File: src/hdl/epbs_pkg.sv
// Shared types, constants and codes for the edge proximity beep scheduler.
package epbs_pkg;

   localparam int unsigned EPBS_QUEUE_DEPTH = 2;

   localparam int unsigned CSR_INDEX_W = 2;
   localparam int unsigned CSR_DATA_W  = 13;

   typedef enum logic [CSR_INDEX_W-1:0] {
      CSR_ONSET_FRACTION = 2'd0,
      CSR_ANTICIPATION   = 2'd1,
      CSR_INTERVAL_FAR   = 2'd2,
      CSR_INTERVAL_NEAR  = 2'd3
   } csr_index_type;

   localparam logic [12:0] ONSET_FRACTION_RESET = 13'd2048;
   localparam logic [10:0] ANTICIPATION_RESET   = 11'd500;
   localparam logic [10:0] INTERVAL_FAR_RESET   = 11'd450;
   localparam logic [10:0] INTERVAL_NEAR_RESET  = 11'd100;

   localparam logic [15:0] GRADE_ONSET   = 16'd4096;
   localparam logic [15:0] GRADE_RELEASE = 16'd3686;
   localparam logic [15:0] GRADE_STEP    = 16'd1024;
   localparam logic [15:0] GRADE_CEILING = 16'd6144;

   localparam logic [1:0] EDGE_UNKNOWN = 2'd0;
   localparam logic [1:0] EDGE_WALL    = 2'd1;
   localparam logic [1:0] EDGE_FALL    = 2'd2;
   localparam logic [1:0] EDGE_OTHER   = 2'd3;

   localparam logic [1:0] PAN_CENTRE = 2'd0;
   localparam logic [1:0] PAN_LEFT   = 2'd1;
   localparam logic [1:0] PAN_RIGHT  = 2'd2;

   localparam logic [9:0] TONE_HZ      = 10'd540;
   localparam logic [9:0] TONE_FALL_HZ = 10'd270;
   localparam logic [9:0] BEEP_HZ      = 10'd240;
   localparam logic [9:0] BEEP_FALL_HZ = 10'd120;

   // Divider geometry: dividend |P|*2048 below 2^54, divisor 1000*OM below 2^39.
   localparam int unsigned DIV_W = 57;
   localparam int unsigned QUO_W = 18;

   typedef struct packed {
      logic               off_road;
      logic               have_offset;
      logic signed [15:0] offset;
      logic        [15:0] corridor;
      logic               have_real;
      logic        [15:0] real_distance;
      logic        [1:0]  edge_kind;
      logic               pan_right;
      logic signed [15:0] closing_rate;
      logic        [9:0]  frame_ms;
   } req_type;

   typedef struct packed {
      logic       tone_hold;
      logic       tone_stop;
      logic       beep;
      logic       saw_wave;
      logic [9:0] frequency_hz;
      logic [1:0] pan;
      logic       near_edge;
   } rsp_type;

   typedef struct packed {
      logic [12:0] onset_fraction;
      logic [10:0] anticipation_ms;
      logic [10:0] interval_far_ms;
      logic [10:0] interval_near_ms;
   } cfg_type;

   typedef enum logic [1:0] {
      CLS_OFF_ROAD  = 2'd0,
      CLS_NO_OFFSET = 2'd1,
      CLS_CORRIDOR  = 2'd2,
      CLS_MEASURED  = 2'd3
   } cls_type;

   typedef struct packed {
      cls_type     cls;
      logic        measured;
      logic        fall;
      logic        no_tone_kind;
      logic [1:0]  off_pan;
      logic        pan_right;
      logic [15:0] mag;
      logic [15:0] corridor;
      logic [15:0] real_distance;
      logic [14:0] closing_pos;
      logic [9:0]  frame_ms;
   } entry_type;

   typedef enum logic [3:0] {
      ST_IDLE,
      ST_DISPATCH,
      ST_MUL_OM,
      ST_MUL_MC,
      ST_MUL_M,
      ST_MUL_CA,
      ST_MUL_D,
      ST_DIV_INIT,
      ST_DIV,
      ST_GRADE,
      ST_APPLY,
      ST_INTV_A,
      ST_INTV_B,
      ST_DECIDE
   } state_type;

endpackage

File: src/hdl/epbs_front.sv
// Front end: accept frames and classify them into queue entries.
module epbs_front (
   input  logic               req_valid,
   input  epbs_pkg::req_type  req_data,
   output logic               req_stall,
   input  logic [12:0]        onset_fraction,
   input  logic               queue_full,
   output logic               push,
   output epbs_pkg::entry_type entry
);
   import epbs_pkg::*;

   logic       measured;
   logic [1:0] kind;

   assign req_stall = queue_full;
   assign push      = req_valid && !queue_full;

   always_comb begin
      measured = req_data.have_real && req_data.have_offset;
      kind     = measured ? req_data.edge_kind : EDGE_UNKNOWN;

      entry.measured     = measured;
      entry.fall         = (kind == EDGE_FALL);
      entry.no_tone_kind = (kind == EDGE_WALL) || (kind == EDGE_FALL);
      entry.pan_right    = req_data.pan_right;
      entry.mag          = req_data.offset[15] ? 16'(-req_data.offset)
                                               : 16'(req_data.offset);
      entry.corridor      = req_data.corridor;
      entry.real_distance = req_data.real_distance;
      entry.closing_pos   = (!req_data.closing_rate[15]) ? req_data.closing_rate[14:0]
                                                         : 15'd0;
      entry.frame_ms      = req_data.frame_ms;
      if (req_data.have_offset && (req_data.offset != 16'sd0)) begin
         entry.off_pan = req_data.pan_right ? PAN_RIGHT : PAN_LEFT;
      end else begin
         entry.off_pan = PAN_CENTRE;
      end

      // Zero onset margin falls back to the corridor grade.
      if (req_data.off_road) begin
         entry.cls = CLS_OFF_ROAD;
      end else if (!req_data.have_offset) begin
         entry.cls = CLS_NO_OFFSET;
      end else if (measured && (onset_fraction != 13'd0) &&
                   (req_data.real_distance != 16'd0)) begin
         entry.cls = CLS_MEASURED;
      end else begin
         entry.cls = CLS_CORRIDOR;
      end
   end

endmodule

File: src/hdl/epbs_queue.sv
// Short FIFO of classified entries between front and back.
module epbs_queue #(
   parameter int unsigned DEPTH = epbs_pkg::EPBS_QUEUE_DEPTH
) (
   input  logic                clock,
   input  logic                reset,
   input  logic                push,
   input  epbs_pkg::entry_type push_entry,
   input  logic                pop,
   output epbs_pkg::entry_type head,
   output logic                full,
   output logic                empty
);
   import epbs_pkg::*;

   localparam int unsigned PTR_W = (DEPTH > 1) ? $clog2(DEPTH) : 1;
   localparam int unsigned CNT_W = $clog2(DEPTH + 1);

   entry_type          slot_ff [DEPTH];
   logic [PTR_W-1:0]   wr_ptr_ff, wr_ptr_in;
   logic [PTR_W-1:0]   rd_ptr_ff, rd_ptr_in;
   logic [CNT_W-1:0]   count_ff, count_in;
   logic               do_push, do_pop;

   assign full    = (count_ff == CNT_W'(DEPTH));
   assign empty   = (count_ff == '0);
   assign head    = slot_ff[rd_ptr_ff];
   assign do_push = push && !full;
   assign do_pop  = pop && !empty;

   always_comb begin
      wr_ptr_in = wr_ptr_ff;
      rd_ptr_in = rd_ptr_ff;
      count_in  = count_ff;
      if (do_push) begin
         wr_ptr_in = (wr_ptr_ff == PTR_W'(DEPTH - 1)) ? '0 : wr_ptr_ff + 1'b1;
      end
      if (do_pop) begin
         rd_ptr_in = (rd_ptr_ff == PTR_W'(DEPTH - 1)) ? '0 : rd_ptr_ff + 1'b1;
      end
      if (do_push && !do_pop) begin
         count_in = count_ff + 1'b1;
      end else if (do_pop && !do_push) begin
         count_in = count_ff - 1'b1;
      end
   end

   always_ff @(posedge clock) begin
      if (reset) begin
         wr_ptr_ff <= '0;
         rd_ptr_ff <= '0;
         count_ff  <= '0;
      end else begin
         wr_ptr_ff <= wr_ptr_in;
         rd_ptr_ff <= rd_ptr_in;
         count_ff  <= count_in;
      end
   end

   always_ff @(posedge clock) begin
      if (do_push) begin
         slot_ff[wr_ptr_ff] <= push_entry;
      end
   end

endmodule

File: src/hdl/epbs_back.sv
// Back end: grade computation, hysteresis, beep timer and result register.
module epbs_back (
   input  logic                clock,
   input  logic                reset,
   input  epbs_pkg::cfg_type   cfg,
   input  epbs_pkg::entry_type head,
   input  logic                empty,
   output logic                pop,
   input  logic                rsp_stall,
   output logic                rsp_valid,
   output epbs_pkg::rsp_type   rsp_data
);
   import epbs_pkg::*;

   state_type          state_ff, state_in;
   entry_type          item_ff, item_in;
   rsp_type            rsp_ff, rsp_in;
   logic               rsp_valid_ff, rsp_valid_in;

   logic               holding_ff, holding_in;
   logic               approach_ff, approach_in;
   logic               gmeas_ff, gmeas_in;
   logic [15:0]        prev_ff, prev_in;
   logic [15:0]        armed_ff, armed_in;
   logic [10:0]        cd_ff, cd_in;

   logic [28:0]        om_ff, om_in;
   logic [31:0]        mc_ff, mc_in;
   logic signed [43:0] pm_ff, pm_in;
   logic [25:0]        ca_ff, ca_in;
   logic signed [43:0] p_ff, p_in;
   logic [38:0]        d_ff, d_in;
   logic [DIV_W-1:0]   rem_ff, rem_in;
   logic [DIV_W-1:0]   dsh_ff, dsh_in;
   logic [QUO_W-1:0]   quo_ff, quo_in;
   logic [4:0]         cnt_ff, cnt_in;
   logic               neg_ff, neg_in;
   logic               ovf_ff, ovf_in;
   logic [15:0]        grade_ff, grade_in;
   logic [12:0]        n_ff, n_in;
   logic               surge_ff, surge_in;
   logic [23:0]        ia_ff, ia_in;
   logic [10:0]        intv_ff, intv_in;
   logic [9:0]         pitch_ff, pitch_in;

   logic               apply_active;
   logic               grade_changed;
   logic [15:0]        prev_eff;
   logic [16:0]        gdiff;
   logic signed [33:0] m_val;
   logic [43:0]        p_abs;
   logic               div_ge;
   logic [18:0]        ceil_q;
   logic [19:0]        neg_sum;
   logic [15:0]        n_diff;
   logic [20:0]        p300, p150;
   logic [24:0]        intv_sum;
   logic               sat, hold, do_beep;
   logic [15:0]        armed_t;
   logic [10:0]        t_raw, t_cap;

   assign pop       = (state_ff == ST_IDLE) && !empty && !rsp_valid_ff;
   assign rsp_valid = rsp_valid_ff;
   assign rsp_data  = rsp_ff;

   // Decisions for the datapath block; the hysteresis test is also used by the next-state block.
   always_comb begin
      grade_changed = (item_ff.measured != gmeas_ff);
      if (approach_ff) begin
         apply_active = (grade_ff >= GRADE_RELEASE);
      end else begin
         apply_active = (grade_ff >= GRADE_ONSET);
      end
   end

   always_comb begin
      state_in = state_ff;
      unique case (state_ff)
         ST_IDLE: begin
            if (pop) state_in = ST_DISPATCH;
         end
         ST_DISPATCH: begin
            unique case (item_ff.cls) inside
               CLS_OFF_ROAD, CLS_NO_OFFSET: state_in = ST_IDLE;
               CLS_CORRIDOR:                state_in = ST_APPLY;
               CLS_MEASURED:                state_in = ST_MUL_OM;
               default:                     state_in = ST_IDLE;
            endcase
         end
         ST_MUL_OM:   state_in = ST_MUL_MC;
         ST_MUL_MC:   state_in = ST_MUL_M;
         ST_MUL_M:    state_in = ST_MUL_CA;
         ST_MUL_CA:   state_in = ST_MUL_D;
         ST_MUL_D:    state_in = ST_DIV_INIT;
         ST_DIV_INIT: state_in = ST_DIV;
         ST_DIV: begin
            if (cnt_ff == 5'd0) state_in = ST_GRADE;
         end
         ST_GRADE:    state_in = ST_APPLY;
         ST_APPLY:    state_in = apply_active ? ST_INTV_A : ST_IDLE;
         ST_INTV_A:   state_in = ST_INTV_B;
         ST_INTV_B:   state_in = ST_DECIDE;
         ST_DECIDE:   state_in = ST_IDLE;
         default:     state_in = ST_IDLE;
      endcase
   end

   always_comb begin
      item_in      = item_ff;
      rsp_in       = rsp_ff;
      rsp_valid_in = rsp_valid_ff && rsp_stall;
      holding_in   = holding_ff;
      approach_in  = approach_ff;
      gmeas_in     = gmeas_ff;
      prev_in      = prev_ff;
      armed_in     = armed_ff;
      cd_in        = cd_ff;
      om_in        = om_ff;
      mc_in        = mc_ff;
      pm_in        = pm_ff;
      ca_in        = ca_ff;
      p_in         = p_ff;
      d_in         = d_ff;
      rem_in       = rem_ff;
      dsh_in       = dsh_ff;
      quo_in       = quo_ff;
      cnt_in       = cnt_ff;
      neg_in       = neg_ff;
      ovf_in       = ovf_ff;
      grade_in     = grade_ff;
      n_in         = n_ff;
      surge_in     = surge_ff;
      ia_in        = ia_ff;
      intv_in      = intv_ff;
      pitch_in     = pitch_ff;

      m_val    = $signed({6'd0, item_ff.real_distance, 12'd0}) - $signed({2'd0, mc_ff});
      p_abs    = p_ff[43] ? 44'(-p_ff) : 44'(p_ff);
      div_ge   = (rem_ff >= dsh_ff);
      ceil_q   = {1'b0, quo_ff} + {18'd0, (rem_ff != '0)};
      neg_sum  = 20'(GRADE_CEILING) + {1'b0, ceil_q};
      prev_eff = grade_changed ? grade_ff : prev_ff;
      gdiff    = {1'b0, grade_ff} - {1'b0, prev_eff};
      n_diff   = grade_ff - GRADE_ONSET;
      p300     = ({8'd0, n_ff} * 21'd300) + 21'd2048;
      p150     = ({8'd0, n_ff} * 21'd150) + 21'd2048;
      intv_sum = {1'b0, ia_ff} + ({14'd0, cfg.interval_near_ms} * {12'd0, n_ff})
                 + 25'd2048;
      sat      = (grade_ff >= GRADE_CEILING);
      hold     = sat && item_ff.no_tone_kind;
      if (({1'b0, grade_ff} + {1'b0, GRADE_STEP}) < {1'b0, armed_ff}) begin
         armed_t = (grade_ff > GRADE_ONSET) ? grade_ff : GRADE_ONSET;
      end else begin
         armed_t = armed_ff;
      end
      t_raw    = ({1'b0, item_ff.frame_ms} >= cd_ff) ? 11'd0
                                                    : cd_ff - {1'b0, item_ff.frame_ms};
      t_cap    = (t_raw > intv_ff) ? intv_ff : t_raw;
      do_beep  = !(((t_cap != 11'd0) && !surge_ff) ||
                   ((grade_ff < armed_t) && !surge_ff && !hold));

      unique case (state_ff)
         ST_IDLE: begin
            if (pop) item_in = head;
         end
         ST_DISPATCH: begin
            unique case (item_ff.cls) inside
               CLS_OFF_ROAD: begin
                  rsp_in.tone_hold    = 1'b1;
                  rsp_in.tone_stop    = 1'b0;
                  rsp_in.beep         = 1'b0;
                  rsp_in.saw_wave     = item_ff.fall;
                  rsp_in.frequency_hz = item_ff.fall ? TONE_FALL_HZ : TONE_HZ;
                  rsp_in.pan          = item_ff.off_pan;
                  rsp_in.near_edge    = approach_ff;
                  rsp_valid_in        = 1'b1;
                  holding_in          = 1'b1;
               end
               CLS_NO_OFFSET: begin
                  rsp_in              = '0;
                  rsp_in.tone_stop    = holding_ff;
                  rsp_valid_in        = 1'b1;
                  holding_in          = 1'b0;
                  approach_in         = 1'b0;
               end
               CLS_CORRIDOR: begin
                  grade_in = (item_ff.mag > GRADE_CEILING) ? GRADE_CEILING : item_ff.mag;
               end
               default: begin
               end
            endcase
         end
         ST_MUL_OM: begin
            om_in = {16'd0, cfg.onset_fraction} * {13'd0, item_ff.real_distance};
         end
         ST_MUL_MC: begin
            mc_in = {16'd0, item_ff.mag} * {16'd0, item_ff.corridor};
         end
         ST_MUL_M: begin
            pm_in = 44'(m_val) * 44'sd1000;
         end
         ST_MUL_CA: begin
            ca_in = {11'd0, item_ff.closing_pos} * {15'd0, cfg.anticipation_ms};
         end
         ST_MUL_D: begin
            d_in = {10'd0, om_ff} * 39'd1000;
            p_in = pm_ff - $signed({6'd0, ca_ff, 12'd0});
         end
         ST_DIV_INIT: begin
            neg_in = p_ff[43];
            rem_in = {3'd0, p_abs[42:0], 11'd0};
            ovf_in = ({3'd0, p_abs[42:0], 11'd0} >= {d_ff, 18'd0});
            dsh_in = {1'b0, d_ff, 17'd0};
            quo_in = '0;
            cnt_in = 5'(QUO_W - 1);
         end
         ST_DIV: begin
            rem_in = div_ge ? rem_ff - dsh_ff : rem_ff;
            quo_in = {quo_ff[QUO_W-2:0], div_ge};
            dsh_in = dsh_ff >> 1;
            cnt_in = cnt_ff - 5'd1;
         end
         ST_GRADE: begin
            // floor of a negative quotient is minus the rounded-up magnitude
            if (!neg_ff) begin
               grade_in = (ovf_ff || (quo_ff > QUO_W'(GRADE_CEILING))) ? 16'd0
                          : GRADE_CEILING - quo_ff[15:0];
            end else begin
               grade_in = (ovf_ff || (neg_sum > 20'd65535)) ? 16'hFFFF : neg_sum[15:0];
            end
         end
         ST_APPLY: begin
            gmeas_in = item_ff.measured;
            prev_in  = grade_ff;
            surge_in = approach_ff && !gdiff[16] && (gdiff[15:0] > GRADE_STEP);
            armed_in = grade_changed ? GRADE_ONSET : armed_ff;
            approach_in = apply_active;
            if (approach_ff) begin
               if (!apply_active) armed_in = GRADE_ONSET;
            end else if (apply_active) begin
               cd_in    = 11'd0;
               armed_in = GRADE_ONSET;
            end
            if (grade_ff <= GRADE_ONSET) begin
               n_in = 13'd0;
            end else if (grade_ff >= GRADE_CEILING) begin
               n_in = 13'd4096;
            end else begin
               n_in = {n_diff[11:0], 1'b0};
            end
            if (!apply_active) begin
               rsp_in           = '0;
               rsp_in.tone_stop = holding_ff;
               rsp_valid_in     = 1'b1;
               holding_in       = 1'b0;
            end
         end
         ST_INTV_A: begin
            ia_in    = {13'd0, cfg.interval_far_ms} * {11'd0, 13'd4096 - n_ff};
            pitch_in = item_ff.fall ? BEEP_FALL_HZ + 10'(p150[20:12])
                                    : BEEP_HZ + 10'(p300[20:12]);
         end
         ST_INTV_B: begin
            intv_in = intv_sum[22:12];
         end
         ST_DECIDE: begin
            rsp_in           = '0;
            rsp_in.tone_stop = holding_ff;
            rsp_in.near_edge = 1'b1;
            rsp_valid_in     = 1'b1;
            holding_in       = 1'b0;
            if (!sat || hold) begin
               if (do_beep) begin
                  armed_in            = grade_ff;
                  cd_in               = intv_ff;
                  rsp_in.beep         = 1'b1;
                  rsp_in.saw_wave     = item_ff.fall;
                  rsp_in.frequency_hz = pitch_ff;
                  rsp_in.pan          = item_ff.pan_right ? PAN_RIGHT : PAN_LEFT;
               end else begin
                  armed_in = armed_t;
                  cd_in    = t_cap;
               end
            end
         end
         default: begin
         end
      endcase
   end

   always_ff @(posedge clock) begin
      if (reset) begin
         state_ff     <= ST_IDLE;
         rsp_valid_ff <= 1'b0;
         holding_ff   <= 1'b0;
         approach_ff  <= 1'b0;
         gmeas_ff     <= 1'b0;
         prev_ff      <= '0;
         armed_ff     <= GRADE_ONSET;
         cd_ff        <= '0;
      end else begin
         state_ff     <= state_in;
         rsp_valid_ff <= rsp_valid_in;
         holding_ff   <= holding_in;
         approach_ff  <= approach_in;
         gmeas_ff     <= gmeas_in;
         prev_ff      <= prev_in;
         armed_ff     <= armed_in;
         cd_ff        <= cd_in;
      end
   end

   always_ff @(posedge clock) begin
      item_ff  <= item_in;
      rsp_ff   <= rsp_in;
      om_ff    <= om_in;
      mc_ff    <= mc_in;
      pm_ff    <= pm_in;
      ca_ff    <= ca_in;
      p_ff     <= p_in;
      d_ff     <= d_in;
      rem_ff   <= rem_in;
      dsh_ff   <= dsh_in;
      quo_ff   <= quo_in;
      cnt_ff   <= cnt_in;
      neg_ff   <= neg_in;
      ovf_ff   <= ovf_in;
      grade_ff <= grade_in;
      n_ff     <= n_in;
      surge_ff <= surge_in;
      ia_ff    <= ia_in;
      intv_ff  <= intv_in;
      pitch_ff <= pitch_in;
   end

endmodule

File: src/hdl/edge_proximity_beep_scheduler.sv
// Top level of the edge proximity beep scheduler: CSRs, front, queue and back.
// Accept to rsp_valid: off-road and no-offset frames answer from the dispatch state; the
// corridor grade passes the apply state and, if active, the interval and decide states; a
// measured grade first runs five multiply steps and an 18-bit restoring divider.
// Back end takes a frame only when idle with no result held; new frames queue meanwhile.
// Reset (synchronous, active high) restores CSR defaults, clears the queue and warning state.
module edge_proximity_beep_scheduler #(
   parameter int unsigned QUEUE_DEPTH = epbs_pkg::EPBS_QUEUE_DEPTH
) (
   input  logic                                 clock,
   input  logic                                 reset,
   input  logic                                 req_valid,
   output logic                                 req_stall,
   input  epbs_pkg::req_type                    req_data,
   output logic                                 rsp_valid,
   input  logic                                 rsp_stall,
   output epbs_pkg::rsp_type                    rsp_data,
   input  logic                                 csr_valid,
   output logic                                 csr_ready,
   input  logic [epbs_pkg::CSR_INDEX_W-1:0]     csr_index,
   input  logic [epbs_pkg::CSR_DATA_W-1:0]      csr_data
);
   import epbs_pkg::*;

   cfg_type   cfg_ff, cfg_in;
   entry_type push_entry;
   entry_type head;
   logic      push;
   logic      pop;
   logic      full;
   logic      empty;

   // CSR writes always taken: user must see that software writes only while block is idle.
   assign csr_ready = 1'b1;

   always_comb begin
      cfg_in = cfg_ff;
      if (csr_valid) begin
         unique case (csr_index_type'(csr_index))
            CSR_ONSET_FRACTION: cfg_in.onset_fraction   = csr_data;
            CSR_ANTICIPATION:   cfg_in.anticipation_ms  = csr_data[10:0];
            CSR_INTERVAL_FAR:   cfg_in.interval_far_ms  = csr_data[10:0];
            CSR_INTERVAL_NEAR:  cfg_in.interval_near_ms = csr_data[10:0];
            default:            cfg_in = cfg_ff;
         endcase
      end
   end

   always_ff @(posedge clock) begin
      if (reset) begin
         cfg_ff.onset_fraction   <= ONSET_FRACTION_RESET;
         cfg_ff.anticipation_ms  <= ANTICIPATION_RESET;
         cfg_ff.interval_far_ms  <= INTERVAL_FAR_RESET;
         cfg_ff.interval_near_ms <= INTERVAL_NEAR_RESET;
      end else begin
         cfg_ff <= cfg_in;
      end
   end

   // Front end: classify each transaction on the way into the queue.
   epbs_front u_front (
      .req_valid      (req_valid),
      .req_data       (req_data),
      .req_stall      (req_stall),
      .onset_fraction (cfg_ff.onset_fraction),
      .queue_full     (full),
      .push           (push),
      .entry          (push_entry)
   );

   // Decouples front and back; transactions flow in while a grade is computed, until full.
   epbs_queue #(
      .DEPTH (QUEUE_DEPTH)
   ) u_queue (
      .clock      (clock),
      .reset      (reset),
      .push       (push),
      .push_entry (push_entry),
      .pop        (pop),
      .head       (head),
      .full       (full),
      .empty      (empty)
   );

   // Back end: grade, hysteresis, beep timer; holds the result until taken.
   epbs_back u_back (
      .clock     (clock),
      .reset     (reset),
      .cfg       (cfg_ff),
      .head      (head),
      .empty     (empty),
      .pop       (pop),
      .rsp_stall (rsp_stall),
      .rsp_valid (rsp_valid),
      .rsp_data  (rsp_data)
   );

endmodule

File: config.mk
export PLATFORM = sky130hd
export DESIGN_NAME = edge_proximity_beep_scheduler
export DESIGN_NICKNAME = d
export VERILOG_FILES = /design/src/hdl/epbs_pkg.sv /design/src/hdl/epbs_front.sv /design/src/hdl/epbs_queue.sv /design/src/hdl/epbs_back.sv /design/src/hdl/edge_proximity_beep_scheduler.sv
export SDC_FILE = /design/constraint.sdc
export NUM_CORES = 2
export LEC_CHECK = 0
export BUFFER_PORTS_ARGS = -buffer_cell sky130_fd_sc_hd__clkbuf_2
export CORE_ASPECT_RATIO = 0.6
export CORE_UTILIZATION = 49
export CTS_BUF_LIST = sky130_fd_sc_hd__clkbuf_16
export DETAILED_ROUTE_END_ITERATION = 8
export PLACE_DENSITY = 0.62
export SYNTH_ARGS = -nofsm -noshare
export SYNTH_HDL_FRONTEND = slang
export SYNTH_SLANG_ARGS = --single-unit
File: constraint.sdc
create_clock -name clock -period 12.2 [get_ports clock]
set_input_delay 2.44 -clock clock [delete_from_list [all_inputs] [get_ports clock]]
set_output_delay 2.44 -clock clock [all_outputs]
set_load 0.01 [all_outputs]
# [After elaboration in Yosys (flattened, before gate mapping)]
# Memory sizes are Yosys's and may differ from the RTL's. A register that Yosys moved wholly into a read port is not among the register bits.
# Index checks and enable logic that the tools add are counted.
# W data, S select, Z words.
[word_totals] output_inout_bits=20 ff_bits=539 ram_bits=162 word_cells=251 input_bits=100 mem_count=1
[op_classes] n_eq_ne=33 muxes=66 n_mul=9 n_reduce_logical=62 n_addsub=24 order_cmp=15
[memory_table] name="u_queue.slot_ff" depth=2 width=81 read_ports=1 rd_clocked_by_memory_dff=1 wr=1 line="epbs_queue.sv:19" text="entry_type slot_ff [DEPTH];"
[op_table] op="$mux W16" count=15
[op_table] op="$pmux W57 S2" count=2
[op_table] op="$mux W11" count=6
[op_table] op="$pmux W16 S2" count=2
[op_table] op="$ge A54 B57 Y1" count=1
[op_table] op="$ge A57 B57 Y1" count=1
[op_table] op="$mux W57" count=1
[op_table] op="$reduce_bool A57 Y1" count=1
[op_table] op="$sub A57 B57 Y57" count=1
[op_table] op="$pmux W4 S13" count=1
[op_table] op="$pmux W17 S3" count=1
[op_table] op="$mul A11 B13 Y23" count=2
[op_table] op="$sub A44 B39 Y44" count=1
[op_table] op="$mux W43" count=1
[op_table] op="$neg A43 Y43" count=1
[op_table] op="$add A21 B12 Y21 const B" count=2
[op_table] op="$mul A33 B8 Y41 const B" count=1
[op_table] op="$mul A29 B7 Y36 const B" count=1
[op_table] op="$pmux W18 S2" count=1
[op_table] op="$pmux W17 S2" count=1
[op_table] op="$sub A28 B32 Y33" count=1
[op_table] op="$ge A16 B13 Y1 const B" count=2
[op_table] op="$gt A16 B13 Y1 const B" count=2
[op_table] op="$mul A16 B16 Y32" count=1
[op_table] op="68 further kinds" count=160

# [Depth between registers and ports, before layout]
[logic_depth] word_depth=10 mapped_depth=31 depth_no_buf=31

# [Cells and area by module]
# From an unflattened synthesis, not the netlist that was laid out.
[hier_totals] hier_cells=8071 hier_area_um2=80138.1
[by_module_without_submodules] mod="epbs_back" seq_area_each_um2=16425.8 area_per_inst_um2=71298.4 instances=1 cells_per_inst=7486
[by_module_without_submodules] mod="epbs_queue" seq_area_each_um2=4964.8 area_per_inst_um2=6059.6 instances=1 cells_per_inst=277
[by_module_without_submodules] mod="edge_proximity_beep_scheduler" seq_area_each_um2=920.9 area_per_inst_um2=1881.8 instances=1 cells_per_inst=181
[by_module_without_submodules] mod="epbs_front" seq_area_each_um2=0.0 area_per_inst_um2=898.4 instances=1 cells_per_inst=127

# [Worst setup path after synthesis]
# OpenSTA, ideal clock, no wires.
[synth_path] kind="reg2reg" from="register u_back.state_ff[1]" to="register u_queue.count_ff[1]" setup_ns=0.070 path_slack_ns=2.189 n_path_buf=1 arrival_time_ns=9.940 period_less_slack_ns=10.011 path_stages_with_launch=9 required_time_ns=12.130 cell_sequence="dfxtp_1 or2_2 clkbuf_1 nor4_1 inv_1 ha_1 xor2_1 or3_1 a21oi_1"
[synth_between] elab_chain_cells=7 elab_cells_between_ends=9 classes_between="mux: 1; reduce/logical: 8"
[synth_lines] element="from (decl)" line="epbs_back.sv:15" text="state_type state_ff, state_in;"
[synth_lines] element="from (signal assigned)" line="epbs_back.sv:302" text="state_ff <= state_in;"
[synth_lines] element="$logic_not A4 Y1 *" line="epbs_back.sv:62" text="assign pop = (state_ff == ST_IDLE) && !empty && !rsp_valid_ff;"
[synth_lines] element="$logic_and A1 B1 Y1 * (2 in a row)" line="epbs_back.sv:62"
[synth_lines] element="$logic_and A1 B1 Y1 *" line="epbs_queue.sv:29" text="assign do_pop = pop && !empty;"
[synth_lines] element="$logic_not A1 Y1" line="epbs_queue.sv:41" text="if (do_push && !do_pop) begin"
[synth_lines] element="$logic_and A1 B1 Y1" line="epbs_queue.sv:41"
[synth_lines] element="$mux W2 or $reduce_bool A2 Y1 (tied branches)"
[synth_lines] element="to (signal assigned)" line="epbs_queue.sv:56" text="count_ff <= count_in;"
[synth_lines] element="to (decl)" line="epbs_queue.sv:22" text="logic [CNT_W-1:0] count_ff, count_in;"
# Every way passes the cells marked *; elsewhere a longest branch is shown, timed or not.
# A chain may end at the register's enable or synchronous reset.

# [Final worst setup path]
[layout_path] from="register u_back.item_ff[25] (netlist name)" to="register u_back.pm_ff[41] (data pin)"
[layout_between] elab_chain_cells=2
[layout_lines] element="from (decl)" line="epbs_back.sv:16" text="entry_type item_ff, item_in;"
[layout_lines] element="from (signal assigned)" line="epbs_back.sv:314" text="item_ff <= item_in;"
[layout_lines] element="$sub A28 B32 Y33" line="epbs_back.sv:137" text="m_val = $signed({6'd0, item_ff.real_distance, 12'd0}) - $signed({2'd0, mc_ff});"
[layout_lines] element="$mul A33 B8 Y41" line="epbs_back.sv:200" text="pm_in = 44'(m_val) * 44'sd1000;"
[layout_lines] element="to (signal assigned)" line="epbs_back.sv:318" text="pm_ff <= pm_in;"
[layout_lines] element="to (decl)" line="epbs_back.sv:29" text="logic signed [43:0] pm_ff, pm_in;"
# Every way passes these cells.

==> impl_metrics.ini <==
[place]
place_inst = 10130
gp_congestion = 0.9049
port-buffer-count = 118
placement.setup.worst_slack_ns = 4.087
detailedPlacementHpwl_um = 162700

[sta]
max-slew-margin-rel = 0.03939
setup_violations = 0
clock_skew_after_layout_ns = 0.05719
worst-slew-pin-transition_ns = 1.434
grt_setup_unrepaired = false
whs_ns = 0.4277
post-route-worst-setup-slack_ns = 4.045
period_minus_slack_ns = 8.155
final.period_utilization = 0.6685
maxSlewViolCount = 0
max_freq_mhz = 122.6
hold_violations = 0
setup_tns_ns = 0

[grt]
grtUsageTotal = 0.2572
grt_start_max_net_pins = 90
met2_usage = 0.3495
use_met1 = 0.4134
number_of_global_route_vias_before_repair = 56240
grt_util_met3 = 0.05672
initial_antenna_violation_count = 15
grt_remaining_overflow = 0
grt_pass1_wl_um = 327500
busiest_layer = met1

[setup_path]
cp_data_arrival_time_ns = 8.60
critical_path.startpoint_type = flip-flop
crit-reg2reg-launch = u_back.item_ff[25]
crit_required_ns = 12.64
critical_path.endpoint_type = flip-flop
worstSetupStartpoint = u_back.item_ff[25]
crit_fanout = 15
timing_worst_setup_path_type = reg -> reg

[synth]
synth_seq_area_share = 0.2800
netlist.area_leader.share = 0.2546
syn_area_sq_mm = 0.07962
synth_warnings = 0
synth_instances = 8086
yosys-top-cells-count = inv_1 (1396), nand2_1 (983), fa_1 (894)
syn_nets = 9878
yosysMostFrequentCell = inv_1
synth_area_per_cell_sq_um = 9.847
synth.largest_area_cell = edfxtp_1
postSynth.topFlopCell = edfxtp_1
ys_async_sr_fraction = 0
synthTopCellsByArea = edfxtp_1 (25%), fa_1 (22%), ha_1 (13%)
synth_enable_flop_cells = 675
post_synth_num_cell_types = 103
postSynthRegisterBits = 776

[clocking]
insertion_delay_ns = 0.72
cts-resized-gates = 0
clock_sinks = 776
htree_num_levels = 3
numCtsBuffers = 84
cts_tree = yes
clkSlewWorstSetupHoldPaths_ns = 0.07
cts_hold_buffers = 0
cts_max_path_buffers = 3
cts.root.buffer_cell = clkbuf_16
post_cts.repair.setup_buffers = 0

[drt]
wire_per_inst_um = 20.18
dr.pass1.iters = 6
drc_errors = 0
totalWireLength_um = 207600
vias_per_cell = 5.508
vias = 56680
initial_drc_count = 4946
ant_nets = 1

[floorplan]
die_width_um = 522.4
die_area_sq_mm = 0.1642
initial_cell_density_of_the_core = 0.4940
y_dimension_of_the_die_um = 314.2
floorplan.io_pins = 120
placementRows = 114
design.core.area_sq_mm = 0.1612

[min_path]
hold_class = reg -> reg
worst_hold_startpoint = u_back.pm_ff[4]

[layout]
filler_cell_count = 14490
fin_cells = 10290
area_growth_syn_to_layout_pct = 6.888
final_net_count = 9858
layout-drive-gt1-share = 0.05704
seqCellArea_sq_mm = 0.02230
multiInputGateArea_sq_mm = 0.05115

[run]
max_cap_violations = 0

[run_status]
violations_in_the_final_reports = antenna rules
run_status = finished, violations left
==> flip-flops by register name (all words and copies together) (netlist names), 4 cells and up <==
register and count:
cfg_ff 46, u_back.armed_ff 16, u_back.ca_ff 26, u_back.cd_ff 11
u_back.cnt_ff 5, u_back.d_ff 36, u_back.dsh_ff 56, u_back.grade_ff 16
u_back.ia_ff 22, u_back.intv_ff 11, u_back.item_ff 81, u_back.mc_ff 32
u_back.n_ff 12, u_back.om_ff 29, u_back.p_ff 41, u_back.pitch_ff 10
u_back.pm_ff 41, u_back.prev_ff 16, u_back.quo_ff 18, u_back.rem_ff 57
u_back.rsp_data 17, u_back.state_ff 4, u_queue.slot_ff 162
==> final timing paths <==
check	end	slack (ns)	depth (start not counted)
max	u_back.pm_ff[41]	4.04	27
min	u_back.p_ff[4]	0.43	0
max reg2reg	u_back.pm_ff[41]	4.04	27
min reg2reg	u_back.p_ff[4]	0.43	0
==> layout by cell type (no fill, tap or decap), drive strengths merged, types with 36 or more instances in the layout <==
master	n
nand3	93
and3	51
nand2b	53
nor2	320
o21ai	260
a21oi	361
a211oi	41
buf	48
and2	385
dfxtp	101
fa	894
xnor2	297
xor2	134
nor4	43
o21a	51
inv	1429
or3	36
a31oi	37
a21o	163
edfxtp	675
mux2	88
ha	798
clkbuf	203
nand2	983
nor2b	62
nand4	43
nor3	92
==> worst max-delay path, stage by stage, from the launching register on <==
cell and delay [ns]:
edfxtp_1 0.60, ha_1 0.41, nor4b_1 0.46, a41o_1 0.34, a2111oi_2 0.13, o41ai_4 0.32, nand4_1 0.23, a31oi_1 0.33
a21oi_1 0.13, xnor2_1 0.84, xnor2_1 0.31, xor2_1 0.23, fa_1 0.53, inv_1 0.05, fa_1 0.53, inv_1 0.05
fa_1 0.53, inv_1 0.04, ha_1 0.21, nor3_1 0.22, o21ai_0 0.12, a31o_2 0.24, a21oi_1 0.13, nand2_1 0.13
a41o_1 0.30, nor4_1 0.19, nor3_1 0.10, xor2_1 0.15
==> logic make-up after synthesis <==
group	after synthesis	synth area share
muxes	113	0.01559
adders and majority gates	1693	0.3503
DFF	776	0.2800
xor gates and xnor gates	431	0.04793
other	2	0.00009432
AOI/OAI and AO/OA	1142	0.09138
and+or+nand+nor	2259	0.1358
buffers and inverters	1670	0.07895
==> through the flow <==
step | utilization | instance area (sq um)
5_1_grt | 0.5279 | 85080
4_1_cts | 0.5279 | 85080
2_1_floorplan | - | 79620
6_report | 0.5280 | 85100
3_3_place_gp | 0.5108 | 82330
3_5_place_dp | 0.5108 | 82330
==> layout make-up <==
class / instances / area share
Sequential cell: 776 / 0.2620
Clock inverter: 70 / 0.007322
Antenna cell: 9 / 0.0002646
Tap cell: 2146 / 0.03155
Clock buffer: 85 / 0.02499
Multi-Input combinational cell: 5640 / 0.6011
Inverter: 1398 / 0.06166
Timing Repair Buffer: 166 / 0.01117
==> routing by layer <==
layer / share of wire / vias up / wire (um)
li1: - / 26450 / -
met1: 0.50 / 28080 / 103200
met2: 0.39 / 1937 / 81610
met3: 0.093 / 206 / 19300
met4: 0.016 / 8 / 3398
met5: 0.00064 / - / 132
Power is not shown: default switching activity piles up to over one toggle a cycle in this logic, so the estimate is an artifact.
